===== config.mk =====
export PLATFORM = sky130hd
export DESIGN_NAME = checksummed_command_frame_decoder
export DESIGN_NICKNAME = d
export VERILOG_FILES = /design/src/rtl/ccfd_pkg.sv /design/src/rtl/ccfd_front.sv /design/src/rtl/ccfd_queue.sv /design/src/rtl/ccfd_back.sv /design/src/rtl/checksummed_command_frame_decoder.sv
export SDC_FILE = /design/constraint.sdc
export NUM_CORES = 1
export LEC_CHECK = 0
export BUFFER_PORTS_ARGS = -buffer_cell sky130_fd_sc_hd__buf_4
export CAP_MARGIN = 10
export CORE_UTILIZATION = 30
export CTS_CLUSTER_DIAMETER = 40
export DETAILED_ROUTE_END_ITERATION = 7
export GPL_ROUTABILITY_DRIVEN = 0
export PLACE_DENSITY = 0.48
export SLEW_MARGIN = 25
export SYNTH_ARGS = -nofsm -noshare
export SYNTH_HDL_FRONTEND = slang
export SYNTH_SLANG_ARGS = --single-unit

===== constraint.sdc =====
create_clock -name clk -period 11.2 [get_ports clk]
set_input_delay 2.24 -clock clk [delete_from_list [all_inputs] [get_ports clk]]
set_output_delay 2.24 -clock clk [all_outputs]
set_load 0.01 [all_outputs]

===== src/rtl/ccfd_pkg.sv =====
// ----------------------------------------------------------------------------
// ccfd_pkg
// shared types, codes and helpers for the command frame decoder
// ----------------------------------------------------------------------------
package ccfd_pkg;

	localparam int VALUE_BITS_DEF = 32;
	localparam int ARG_BITS       = 32;
	localparam int KIND_BITS      = 4;

	localparam logic [7:0] CH_CR    = 8'h0D;
	localparam logic [7:0] CH_CR_SUB = 8'h0E;
	localparam logic [7:0] CH_EQ    = 8'h3D;
	localparam logic [7:0] CH_PLUS  = 8'h2B;
	localparam logic [7:0] CH_MINUS = 8'h2D;
	localparam logic [7:0] CH_ZERO  = 8'h30;
	localparam logic [7:0] CH_NINE  = 8'h39;
	localparam logic [7:0] CH_SPACE = 8'h20;
	localparam logic [7:0] CH_TAB   = 8'h09;

	typedef enum logic [KIND_BITS-1:0] {
		KIND_NONE     = 4'd0,
		KIND_BADSUM   = 4'd1,
		KIND_PING     = 4'd2,
		KIND_RESET    = 4'd3,
		KIND_START_WD = 4'd4,
		KIND_START_NW = 4'd5,
		KIND_KICK_WD  = 4'd6,
		KIND_BATTERY  = 4'd7,
		KIND_VERSION  = 4'd8,
		KIND_MOVE     = 4'd9,
		KIND_TURN     = 4'd10,
		KIND_BUSY     = 4'd11,
		KIND_TEST     = 4'd12,
		KIND_DEBUG    = 4'd13,
		KIND_POWEROFF = 4'd14,
		KIND_SPARE    = 4'd15
	} kind_t;

	typedef enum logic [3:0] {
		PH_SPACE = 4'b0001,
		PH_SIGN  = 4'b0010,
		PH_DIGIT = 4'b0100,
		PH_DONE  = 4'b1000
	} phase_t;

	// classified frame handed from front to back
	typedef struct packed {
		kind_t kind;
		logic  ovf;
		logic  neg;
	} cls_t;

	localparam int CLS_BITS = $bits(cls_t);

	function automatic kind_t map_lead(input logic [7:0] b);
		kind_t k;
		unique case (b)
			8'h70:   k = KIND_PING;     // p
			8'h72:   k = KIND_RESET;    // r
			8'h57:   k = KIND_START_WD; // W
			8'h75:   k = KIND_START_NW; // u
			8'h77:   k = KIND_KICK_WD;  // w
			8'h76:   k = KIND_BATTERY;  // v
			8'h56:   k = KIND_VERSION;  // V
			8'h4D:   k = KIND_MOVE;     // M
			8'h54:   k = KIND_TURN;     // T
			8'h62:   k = KIND_BUSY;     // b
			8'h74:   k = KIND_TEST;     // t
			8'h61:   k = KIND_DEBUG;    // a
			8'h7A:   k = KIND_POWEROFF; // z
			default: k = KIND_NONE;
		endcase
		return k;
	endfunction

	function automatic logic is_space(input logic [7:0] b);
		return (b == CH_SPACE) || ((b >= CH_TAB) && (b <= CH_CR));
	endfunction

	function automatic logic is_digit(input logic [7:0] b);
		return (b >= CH_ZERO) && (b <= CH_NINE);
	endfunction

endpackage


===== src/rtl/ccfd_front.sv =====
// ----------------------------------------------------------------------------
// ccfd_front
// takes frame words, keeps checksum and number parser, classifies on frame end
// ----------------------------------------------------------------------------
module ccfd_front #(
	parameter int VALUE_BITS = ccfd_pkg::VALUE_BITS_DEF
) (
	input  logic                  clk,
	input  logic                  arst_n,
	input  logic                  take,
	input  logic [7:0]            frame_byte,
	input  logic                  frame_end,
	output logic                  push,
	output ccfd_pkg::cls_t        push_cls,
	output logic [VALUE_BITS-1:0] push_value
);
	import ccfd_pkg::*;

	localparam int WIDE_BITS = VALUE_BITS + 4;

	logic [7:0]            xor_q;
	logic [1:0]            pos_q;
	logic [7:0]            lead_q;
	logic                  eq_q;
	phase_t                phase_q;
	logic                  minus_q;
	logic                  digit_q;
	logic [VALUE_BITS-1:0] value_q;
	logic                  ovf_q;

	logic [7:0]            chk;
	logic [3:0]            dval;
	logic [WIDE_BITS-1:0]  wide_v;
	logic [WIDE_BITS-1:0]  next_wide;
	logic                  is_dig;
	kind_t                 kind;

	assign is_dig    = is_digit(frame_byte);
	assign dval      = frame_byte[3:0];
	assign wide_v    = {4'b0, value_q};
	assign next_wide = (wide_v << 3) + (wide_v << 1) + {{(WIDE_BITS-4){1'b0}}, dval};

	// classification of the checksum word
	always_comb begin
		chk = (xor_q == CH_CR) ? CH_CR_SUB : xor_q;
		if (frame_byte != chk) begin
			kind = KIND_BADSUM;
		end else if (pos_q == 2'd0) begin
			kind = KIND_NONE;
		end else begin
			kind = map_lead(lead_q);
			if ((kind == KIND_MOVE || kind == KIND_TURN) && (!eq_q || !digit_q)) begin
				kind = KIND_NONE;
			end
		end
	end

	assign push          = take && frame_end;
	assign push_cls.kind = kind;
	assign push_cls.ovf  = ovf_q;
	assign push_cls.neg  = minus_q;
	assign push_value    = value_q;

	always_ff @(posedge clk or negedge arst_n) begin
		if (!arst_n) begin
			xor_q   <= '0;
			pos_q   <= '0;
			lead_q  <= '0;
			eq_q    <= 1'b0;
			phase_q <= PH_SPACE;
			minus_q <= 1'b0;
			digit_q <= 1'b0;
			value_q <= '0;
			ovf_q   <= 1'b0;
		end else if (take && frame_end) begin
			xor_q   <= '0;
			pos_q   <= '0;
			lead_q  <= '0;
			eq_q    <= 1'b0;
			phase_q <= PH_SPACE;
			minus_q <= 1'b0;
			digit_q <= 1'b0;
			value_q <= '0;
			ovf_q   <= 1'b0;
		end else if (take) begin
			xor_q <= xor_q ^ frame_byte;
			if (pos_q != 2'd2) begin
				pos_q <= pos_q + 2'd1;
			end
			if (pos_q == 2'd0) begin
				lead_q <= frame_byte;
			end else if (pos_q == 2'd1) begin
				eq_q <= (frame_byte == CH_EQ);
			end else if (eq_q) begin
				unique case (phase_q)
					PH_SPACE: begin
						if (is_space(frame_byte)) begin
							phase_q <= PH_SPACE;
						end else if (frame_byte == CH_PLUS) begin
							phase_q <= PH_SIGN;
						end else if (frame_byte == CH_MINUS) begin
							minus_q <= 1'b1;
							phase_q <= PH_SIGN;
						end else if (is_dig) begin
							phase_q <= PH_DIGIT;
						end else begin
							phase_q <= PH_DONE;
						end
					end
					PH_SIGN, PH_DIGIT: begin
						phase_q <= is_dig ? PH_DIGIT : PH_DONE;
					end
					PH_DONE: phase_q <= PH_DONE;
					default: phase_q <= PH_DONE;
				endcase
				// digit accumulate, saturating on overflow
				if (is_dig && (phase_q != PH_DONE)) begin
					digit_q <= 1'b1;
					if (!ovf_q) begin
						if (next_wide[WIDE_BITS-1 -: 4] != 4'd0) begin
							ovf_q   <= 1'b1;
							value_q <= '1;
						end else begin
							value_q <= next_wide[VALUE_BITS-1:0];
						end
					end
				end
			end
		end
	end

endmodule


===== src/rtl/ccfd_queue.sv =====
// ----------------------------------------------------------------------------
// ccfd_queue
// two-entry queue between the front and back parts
// ----------------------------------------------------------------------------
module ccfd_queue #(
	parameter int WIDTH = 8
) (
	input  logic             clk,
	input  logic             arst_n,
	input  logic             push,
	input  logic [WIDTH-1:0] push_data,
	input  logic             pop,
	output logic [WIDTH-1:0] pop_data,
	output logic             not_empty,
	output logic             full
);
	localparam int DEPTH = 2;

	logic [WIDTH-1:0] ent_q [DEPTH];
	logic             wr_ptr_q;
	logic             rd_ptr_q;
	logic [1:0]       cnt_q;
	logic             do_pop;

	assign not_empty = (cnt_q != 2'd0);
	assign full      = (cnt_q == 2'd2);
	assign pop_data  = ent_q[rd_ptr_q];
	assign do_pop    = pop && not_empty;

	always_ff @(posedge clk) begin
		if (push) begin
			ent_q[wr_ptr_q] <= push_data;
		end
	end

	always_ff @(posedge clk or negedge arst_n) begin
		if (!arst_n) begin
			wr_ptr_q <= 1'b0;
			rd_ptr_q <= 1'b0;
			cnt_q    <= 2'd0;
		end else begin
			if (push) begin
				wr_ptr_q <= ~wr_ptr_q;
			end
			if (do_pop) begin
				rd_ptr_q <= ~rd_ptr_q;
			end
			cnt_q <= cnt_q + {1'b0, push} - {1'b0, do_pop};
		end
	end

endmodule


===== src/rtl/ccfd_back.sv =====
// ----------------------------------------------------------------------------
// ccfd_back
// forms the argument from the parsed number and holds the result word
// ----------------------------------------------------------------------------
module ccfd_back #(
	parameter int VALUE_BITS = ccfd_pkg::VALUE_BITS_DEF
) (
	input  logic                            clk,
	input  logic                            arst_n,
	input  logic                            avail,
	input  ccfd_pkg::cls_t                  cls,
	input  logic [VALUE_BITS-1:0]           value,
	output logic                            pop,
	output logic                            command_valid,
	input  logic                            command_stall,
	output logic [ccfd_pkg::KIND_BITS-1:0]  command_kind,
	output logic [ccfd_pkg::ARG_BITS-1:0]   argument_value
);
	import ccfd_pkg::*;

	logic                  valid_q;
	logic [KIND_BITS-1:0]  kind_q;
	logic [ARG_BITS-1:0]   arg_q;
	logic [VALUE_BITS-1:0] full_arg;
	logic [ARG_BITS-1:0]   arg32;
	logic                  has_arg;

	assign has_arg  = (cls.kind == KIND_MOVE) || (cls.kind == KIND_TURN);
	assign full_arg = cls.ovf ? '1 : (cls.neg ? ('0 - value) : value);

	generate
		if (VALUE_BITS >= ARG_BITS) begin : g_trunc
			assign arg32 = full_arg[ARG_BITS-1:0];
		end else begin : g_ext
			assign arg32 = {{(ARG_BITS-VALUE_BITS){1'b0}}, full_arg};
		end
	endgenerate

	assign pop            = avail && (!valid_q || !command_stall);
	assign command_valid  = valid_q;
	assign command_kind   = kind_q;
	assign argument_value = arg_q;

	always_ff @(posedge clk or negedge arst_n) begin
		if (!arst_n) begin
			valid_q <= 1'b0;
		end else if (!valid_q || !command_stall) begin
			valid_q <= avail;
		end
	end

	always_ff @(posedge clk) begin
		if (pop) begin
			kind_q <= cls.kind;
			arg_q  <= has_arg ? arg32 : '0;
		end
	end

endmodule


===== src/rtl/checksummed_command_frame_decoder.sv =====
// ----------------------------------------------------------------------------
// checksummed_command_frame_decoder
// checksummed command frame decoder; unless stalled, one frame word per cycle
// ----------------------------------------------------------------------------
// latency: accepted checksum word -> queue entry -> result register
// throughput: unless stalled, one frame word per cycle, single parser stage
// the two-entry queue stalls the frame side only when the result side stalls
// reset: asynchronous, clears parser state, queue and result valid
// ----------------------------------------------------------------------------
module checksummed_command_frame_decoder #(
	parameter int VALUE_BITS = ccfd_pkg::VALUE_BITS_DEF
) (
	input  logic                           clk,
	input  logic                           arst_n,
	input  logic                           frame_valid,
	output logic                           frame_stall,
	input  logic [7:0]                     frame_byte,
	input  logic                           frame_end,
	output logic                           command_valid,
	input  logic                           command_stall,
	output logic [ccfd_pkg::KIND_BITS-1:0] command_kind,
	output logic [ccfd_pkg::ARG_BITS-1:0]  argument_value
);
	import ccfd_pkg::*;

	localparam int Q_BITS = CLS_BITS + VALUE_BITS;

	logic                  take;
	logic                  push;
	cls_t                  push_cls;
	logic [VALUE_BITS-1:0] push_value;
	logic [Q_BITS-1:0]     q_out;
	logic                  q_avail;
	logic                  q_full;
	logic                  pop;
	cls_t                  pop_cls;
	logic [VALUE_BITS-1:0] pop_value;

	assign frame_stall = q_full;
	assign take        = frame_valid && !q_full;

	ccfd_front #(
		.VALUE_BITS(VALUE_BITS)
	) u_front (
		.clk        (clk),
		.arst_n     (arst_n),
		.take       (take),
		.frame_byte (frame_byte),
		.frame_end  (frame_end),
		.push       (push),
		.push_cls   (push_cls),
		.push_value (push_value)
	);

	ccfd_queue #(
		.WIDTH(Q_BITS)
	) u_queue (
		.clk       (clk),
		.arst_n    (arst_n),
		.push      (push),
		.push_data ({push_cls, push_value}),
		.pop       (pop),
		.pop_data  (q_out),
		.not_empty (q_avail),
		.full      (q_full)
	);

	assign pop_cls   = q_out[Q_BITS-1 -: CLS_BITS];
	assign pop_value = q_out[VALUE_BITS-1:0];

	ccfd_back #(
		.VALUE_BITS(VALUE_BITS)
	) u_back (
		.clk            (clk),
		.arst_n         (arst_n),
		.avail          (q_avail),
		.cls            (pop_cls),
		.value          (pop_value),
		.pop            (pop),
		.command_valid  (command_valid),
		.command_stall  (command_stall),
		.command_kind   (command_kind),
		.argument_value (argument_value)
	);

endmodule


**Word-level counts from Yosys, hierarchy flattened**

Memories as Yosys holds them, arrays and structs flattened.
Cells that the tools add are included.

- Input port bits: 13
- Register bits: 99
- Bits in writable memories: 76
- Output and inout port bits: 38
- Memories kept: 1
- Word-level logic and storage cells: 165

- Reduce and logical (&&, ||, !) cells: 37
- Add/sub/neg operators: 6
- Magnitude comparators: 4
- Equality and inequality tests: 35
- Mux-type cells: 64
- Bitwise operators: 3

Memory list:

| memory | words | width | read ports | clocked after Yosys merged registers in | wr ports | RTL line | source |
|---|---|---|---|---|---|---|---|
| u_queue.ent_q | 2 | 38 | 1 | 0 | 1 | ccfd_queue.sv:19 | `logic [WIDTH-1:0] ent_q [DEPTH];` |

Operators with widths:

| cell | number |
|---|---|
| 32-bit two-way mux | 10 |
| 8-bit by 7-bit equality test with 1-bit output (second input constant) | 13 |
| 4-bit two-way mux | 14 |
| 4-bit case mux with 13 select lines | 1 |
| 8-bit two-way mux | 6 |
| 35-bit by 33-bit adder with 36-bit output | 1 |
| 36-bit by 4-bit adder with 36-bit output | 1 |
| 8-bit by 6-bit equality test with 1-bit output (second input constant) | 4 |
| 1-bit by 32-bit subtractor with 32-bit output (first input constant) | 1 |
| 1-bit two-way mux | 29 |
| 2-bit nonzero test | 9 |
| 4-bit equality test (second input constant) | 4 |
| 2-bit by 1-bit != test with 1-bit output (second input constant) | 5 |
| 8-bit by 4-bit equality test with 1-bit output (second input constant) | 1 |
| 8-bit by 4-bit >= comparator with 1-bit output (second input constant) | 1 |
| 8-bit by 6-bit >= comparator with 1-bit output (second input constant) | 1 |
| 8-bit by 4-bit less-or-equal comparator with 1-bit output (second input constant) | 1 |
| 8-bit by 6-bit less-or-equal comparator with 1-bit output (second input constant) | 1 |
| 1-bit logical AND | 8 |
| 8-bit != test | 1 |
| 4-bit case mux with 2 select lines | 1 |
| 8-bit AND reduction | 1 |
| 8-bit XOR | 1 |
| 2-bit two-way mux | 3 |
| other kinds (21) | 31 |

**Logic depth before layout (Yosys ltp)**

Gate-level depths: netlist of run 1.

- Depth in word-level cells: 12
- Gate-level depth with buffers: 15
- Mapped depth without buffers: 13

**By module**

From an unflattened synthesis of run 1, not the netlist that was laid out.

- Cells, all modules: 1034
- Area, all modules: 10851.7 um2

By module, submodules not included:

| module | area each (um2) | times used | cells an instance | sequential area each (um2) |
|---|---|---|---|---|
| ccfd_front | 5390.2 | 1 | 642 | 1452.6 |
| ccfd_queue | 2989.1 | 1 | 135 | 2382.3 |
| ccfd_back | 2458.6 | 1 | 256 | 1106.1 |
| checksummed_command_frame_decoder | 13.8 | 1 | 1 | 0.0 |

**Least setup slack after synthesis of run 1**

No wires, ideal clock.

- Path kind: input-to-reg
- Start point: input frame_byte[3]
- End point: register u_front.value_q[31] (netlist: u_front.push_value[31])
- Arrival time: 5.130 ns
- Path slack: 5.946 ns
- Setup time: 0.124 ns
- Stages on the path: 13
- Path through: fa_1 > inv_1 > fa_1 > nand2b_1 > a21o_1 > a31o_2 > o21ai_1 > a211o_1 > o211ai_2 > a211oi_4 > nor2_4 > buf_6 > a211o_1

- Word-level cells in the longest chain between the ends: 10
- Elaborated cells on any way between the ends: 16
- Those cells by class: add/sub (1); order compare (2); mux (8); reduce/logical (5)

Ends and longest elaborated chain:

| element | RTL line | source |
|---|---|---|
| from (decl) | checksummed_command_frame_decoder.sv:17 | `input logic [7:0] frame_byte,` |
| 36-bit by 4-bit adder with 36-bit output | ccfd_front.sv:41 | `assign next_wide = (wide_v << 3) + (wide_v << 1) + {{(WIDE_BITS-4){1'b0}}, dval};` |
| 4-bit nonzero test | ccfd_front.sv:120 | `if (next_wide[WIDE_BITS-1 -: 4] != 4'd0) begin` |
| 32-bit two-way mux | ccfd_front.sv:120 |  |
| 32-bit two-way mux | ccfd_front.sv:119 | `if (!ovf_q) begin` |
| 32-bit two-way mux | ccfd_front.sv:117 | `if (is_dig && (phase_q != PH_DONE)) begin` |
| 32-bit two-way mux | ccfd_front.sv:94 | `end else if (eq_q) begin` |
| 32-bit two-way mux | ccfd_front.sv:92 | `end else if (pos_q == 2'd1) begin` |
| 32-bit two-way mux | ccfd_front.sv:90 | `if (pos_q == 2'd0) begin` |
| 32-bit two-way mux | ccfd_front.sv:85 | `end else if (take) begin` |
| 32-bit two-way mux | ccfd_front.sv:75 | `end else if (take && frame_end) begin` |
| to (signal assigned) | ccfd_front.sv:124 | `value_q <= next_wide[VALUE_BITS-1:0];` |
| to (decl) | ccfd_front.sv:28 | `logic [VALUE_BITS-1:0] value_q;` |

Several ways; a longest one is shown, not always the timed one. The select of a mux whose other input is x is not followed.
A chain may end at the register's enable or synchronous reset.

**Worst setup path after layout of run 1**

- Start point: input frame_byte[3]
- End point: register u_front.value_q[5] (netlist: u_front.push_value[5])

Same word-level chain as after synthesis.

==> metrics, run 1 <==
status finished, final reports clean; multiplexer area fraction after synthesis 3.73%; compound-gate portion of the synthesized area 18.3%; Netlist cell types 78; antenna cells 0; initial core utilization 30.4%; RSZ-0062 raised after global routing false; most used standard cell by instance count after synthesis edfxtp_1; startpoint class of the critical path input port; Post-CTS Setup Bufs 0; xor/xnor share of the synthesized area 6.18%; final WL 22100 um; CTS H-tree lvls 4; leading area contributor after synthesis edfxtp_1; number of fill cells 3392; detailed-route via count 7043; CTS sink cnt 175; M2 GR Usage 20.8%; fin util 34.5%; drt pass-1 iters 5; asr flop ratio synth 36.0%; Net count, final 1043; Skew-Pair Late Insertion Delay 0.43 ns; Die Wd 186 um; Longest Clk Path Bufs 2; Arr. time, crit path 5.74 ns; Critical Path Sink Type register; post-DP HPWL 16300 um; total grt overflow 0; Crit Path Class in -> reg; Die ar. 34800 um2; Fin Clk Skew 0.0120 ns; I/O pin count 51; FF+latch count, synth 175; first-pass GRT wire length 37100 um; post-layout min period 5.39 ns; Cell Area, Synth 10200 um2; Power Density 181 nW/um2; syn avg cell area 11.0 um2; WL/cell 15.6 um; Post-Synth Simple-Gate Area 11.5%; DRC Markers 0; Max Transition Viols Final 0; most common flop cell mapped by yosys edfxtp_1; initial antenna violation count 0; Worst Max-Slew Pin Slew 0.890 ns; largest net degree at the start of global routing 68; type of the worst min-delay path reg -> reg; ratio of cells with drive above 1 in the final layout 13.4%; number of buffers created by CTS 17; Starting DRT DRC Count 385; Max-cap violations 0; adder-cell area share of the yosys netlist 8.95%; Final Cycle Share 48.1%; ANT nets after route 0; mean number of vias per cell 4.96; CTS root buffer clkbuf_16; core area 33500 um2; top cells by area, synth edfxtp_1 33%, dfrtp_1 15%, ha_1 8.5%, a21oi_1 4.7%, xor2_1 3.4%; chip height 186 um; syn nets 1010; VDD IR max 121 uV; P_leak 4.79 nW; row cnt 67; Fmax 186 MHz; IO Port Bufs 50; Post-synth top cells 112 x edfxtp_1, 96 x a21oi_1, 69 x ha_1; synth warn 0; worst path required time 11.56 ns; Synth top area share 32.9%; vias in the first global route 6975; Fin. Hold Viols 0; met3 usage 2.28%; CTS tree built; Layout area overhead 13.5%; Syn Inst Count 926; max_slew headroom 40.2%; register area share after synthesis 48.4%; total track usage 13.2%; total negative slack 0 ns; cts repair resizes 0; Setup violations, final 0; cts hold-fix bufs 0; Reg clk slew, reported paths 0.06 ns; maximum fanout along the worst path 30; largest family of logic cells by synthesized area compound AO/OA/AOI/OAI gates; GRT Max-Usage Layer met2; Pwr Total 2.09 mW; met1 usage 18.8%; Post-synth EDFFs 112
-- metrics by stage --
step	area [um2]	setup slack, ns	hold slack (ns)	std cells
floorplan	10200	5.95	0.443	926
global placement	11000	5.44	0.461	1387
detailed placement	11000	5.33	0.477	1388
CTS	11600	5.78	0.492	1420
global route	11600	5.51	0.507	1420
finish	11600	5.81	0.485	1420
-- per-layer routing --
| metal | vias to the layer above | part of all wire [%] |
|---|---|---|
| met1 | 3367 | 51 |
| met2 | 100 | 45 |
| li1 | 3564 | - |
| met3 | 12 | 3.1 |
| met5 | - | 0 |
| met4 | 0 | 0.91 |
-- critical path: stages --
cell and delay (ns):
buf_4 0.16, fa_1 0.57, inv_1 0.07, fa_1 0.46
nand2b_1 0.19, a21o_1 0.18, a31o_2 0.24, o21ai_1 0.36
a21oi_1 0.14, o211ai_2 0.23, a211oi_4 0.09, nor2_4 0.59
a221o_1 0.21
-- power by group --
| group | switching [mW] | total (mW) | internal [mW] |
|---|---|---|---|
| Sequential | 0.0745 | 0.913 | 0.839 |
| Clock | 0.250 | 0.558 | 0.308 |
| Combinational | 0.357 | 0.624 | 0.267 |
-- sequential cells by signal (all words and copies together), names as in the netlist --
signal                 cells
u_front.ovf_q              1
u_front.xor_q              8
u_queue.cnt_q              2
u_front.push_value        32
u_front.pos_q              2
u_front.eq_q               1
u_back.command_kind        4
u_front.digit_q            1
u_back.command_valid       1
u_front.lead_q             8
u_queue.rd_ptr_q           1
u_queue.ent_q             76
u_front.minus_q            1
u_front.phase_q            4
u_back.argument_value     32
u_queue.wr_ptr_q           1
-- kinds of logic after synthesis --
family / after synthesis
flops: 175
xor+xnor: 72
compound gates: 275
simple gates: 228
mux: 37
fa+ha+maj: 72
buf+inv: 67
-- layout make-up --
class,count,area [um2],area share (%)
Multi-Input combinational cell,684,5000,43.2
Sequential cell,175,4940,42.7
Tap cell,448,561,4.84
Timing Repair Buffer,59,447,3.86
Clock buffer,20,437,3.77
Clock inverter,12,110,0.951
Inverter,22,82.6,0.713
-- placed cells by master, fill, tap and decap left out, types with 8 or more instances in the layout --
master	instances
nor3b_1	10
nand2_1	57
ha_1	69
dfrtp_1	61
mux2i_1	28
o211ai_1	8
mux2_2	8
xnor2_1	32
nor3_1	22
nand2b_1	11
a221o_1	29
o21ai_0	44
edfxtp_1	112
nor2_1	55
a21o_1	12
a31oi_1	10
buf_4	58
a22o_1	11
inv_1	22
a211oi_1	8
o21ai_1	9
o21a_1	8
nand3_1	13
nand4_1	12
xor2_1	40
a21oi_1	95
clkbuf_16	17
-- worst paths after layout --
path,start,to,slack [ns],cells after the start
max,frame_byte[3],u_front.push_value[5],5.81,13
min,u_front.minus_q,u_queue.ent_q[1][32],0.49,0
max reg2reg,u_front.push_value[2],u_front.push_value[5],7.33,12
min reg2reg,u_front.minus_q,u_queue.ent_q[1][32],0.49,0
max in group asynchronous,arst_n,u_queue.rd_ptr_q,8.69,1
min in group asynchronous,arst_n,u_front.xor_q[5],1.90,1
No activity file was read; power rests on OpenSTA's default activity.
==> run 2: changes to the inputs <==
==> constraint.sdc (replaced) <==
create_clock -name clk -period 5.47 [get_ports clk]
set_input_delay 1.094 -clock clk [delete_from_list [all_inputs] [get_ports clk]]
set_output_delay 1.094 -clock clk [all_outputs]
set_load 0.01 [all_outputs]
==> metrics, run 2 (same netlist as run 1, synthesis figures left out) <==
status finished, final reports clean; FF-to-FF Start u_front.push_value[2]; Cells after DPL 1389; Cell Area, Placed 11000 um2; Final Cycle Share 78.0%; row cnt 67; chip height 186 um; total track usage 13.2%; total negative slack 0 ns; worst path required time 5.78 ns; DRC Markers 0; post-DP HPWL 16500 um; I/O pin count 51; Die Wd 186 um; Starting DRT DRC Count 453; cells along the critical path buf_4 -> fa_1 -> inv_1 -> fa_1 -> nand2b_1 -> a21o_1 -> a31o_2 -> o21ai_1 -> a211o_1 -> o211ai_2 -> a211oi_4 -> nor2_4 -> buf_4 -> a221o_1; first-pass GRT wire length 37400 um; Power Density 372 nW/um2; post-layout min period 4.27 ns; CP startpoint frame_byte[3]; CTS tree built; Fin. Hold Viols 0; CTS root buffer clkbuf_16; antenna cells 0; vias in the first global route 7030; fin util 34.6%; drt pass-1 iters 5; CTS H-tree lvls 4; ratio of cells with drive above 1 in the final layout 13.5%; Net count, final 1044; max reg flops 76; commonest cells after routing, fill and taps aside 112 x edfxtp_1, 95 x a21oi_1, 69 x ha_1; WL/cell 15.7 um; startpoint class of the critical path input port; detailed-route via count 7084; Critical Path Sink Type register; Non-Filler Instances 1421; Top reg by flops u_queue.ent_q; largest net degree at the start of global routing 64; cts hold-fix bufs 0; Setup violations, final 0; core area 33500 um2; RSZ-0062 raised after global routing false; Max Transition Viols Final 0; type of the worst min-delay path reg -> reg; initial antenna violation count 0; initial core utilization 30.4%; CP max stage delay 0.57 ns; ANT nets after route 0; beginning of the worst hold path u_front.minus_q; final WL 22400 um; commonest non-fill, non-tap cell in the layout edfxtp_1; Fmax 234 MHz; Fin Clk Skew 0.0132 ns; cts repair resizes 0; IO Port Bufs 50; Critical-path top delay cell fa_1; VDD IR max 192 uV; Worst Max-Slew Pin Slew 0.892 ns; Crit path max-delay family compound AO/OA/AOI/OAI gates; total grt overflow 0; final instance area 11600 um2; Layout area overhead 13.7%; Die ar. 34800 um2; Skew-Pair Late Insertion Delay 0.43 ns; number of buffers created by CTS 17; Max-cap violations 0; CTS sink cnt 175; Longest Clk Path Bufs 2; P_leak 4.80 nW; mean number of vias per cell 4.99; max_slew headroom 40.1%; Reg clk slew, reported paths 0.07 ns; Arr. time, crit path 4.57 ns; Bufs and invs on worst path 3; maximum fanout along the worst path 27; Crit Path Class in -> reg; Post-CTS Setup Bufs 0
-- run 2: routing by layer --
layer | routed length, um | vias up | global-route usage [%]
met1 | 11800 | 3396 | 19.3
met4 | 228 | 0 | 3.34
li1 | - | 3576 | -
met5 | 0 | - | 0
met3 | 576 | 12 | 2.16
met2 | 9810 | 100 | 20.3
-- run 2: worst reg2reg max path, stage by stage (launching register included) --
cell and delay, ns:
dfrtp_1 0.47, fa_1 0.54, inv_1 0.06, fa_1 0.45, nand2b_1 0.19, a21o_1 0.17, a31o_2 0.23, o21ai_1 0.37
a211o_1 0.21, o211ai_2 0.11, a211oi_4 0.36, nor2_4 0.07, buf_4 0.23, a221o_1 0.30
-- run 2: area by class of cell --
type                            count  area (um2)
Clock buffer                       19         433
Clock inverter                     13         126
Fill cell                        3372       21900
Inverter                           22        82.6
Multi-Input combinational cell    684        5000
Sequential cell                   175        4940
Tap cell                          448         561
Timing Repair Buffer               60         454
-- run 2: power by group --
| part | internal, mW | switching, mW |
|---|---|---|
| combinational | 0.544 | 0.689 |
| clock | 0.636 | 0.536 |
| sequential | 1.72 | 0.192 |
-- run 2: final timing paths --
| check | end | slack (ns) | cells past startpoint |
|---|---|---|---|
| hold reg to reg | u_queue.ent_q[0][32] | 0.49 | 0 |
| hold / removal | u_queue.ent_q[0][32] | 0.49 | 0 |
| min in group asynchronous | u_front.xor_q[6] | 0.76 | 1 |
| max in group asynchronous | u_queue.rd_ptr_q | 4.10 | 1 |
| setup / recovery | u_front.push_value[8] | 1.20 | 14 |
| setup reg to reg | u_front.push_value[8] | 1.58 | 13 |
-- run 2: through the flow --
stage | hold WS (ns) | total power [mW] | worst slack (ns)
global placement | 0.468 | 3.18 | 0.812
global route | 0.508 | 4.58 | 1.01
floorplan | 0.443 | 2.77 | 1.36
finish | 0.490 | 4.31 | 1.20
detailed placement | 0.479 | 3.18 | 0.719
CTS | 0.493 | 4.38 | 1.20
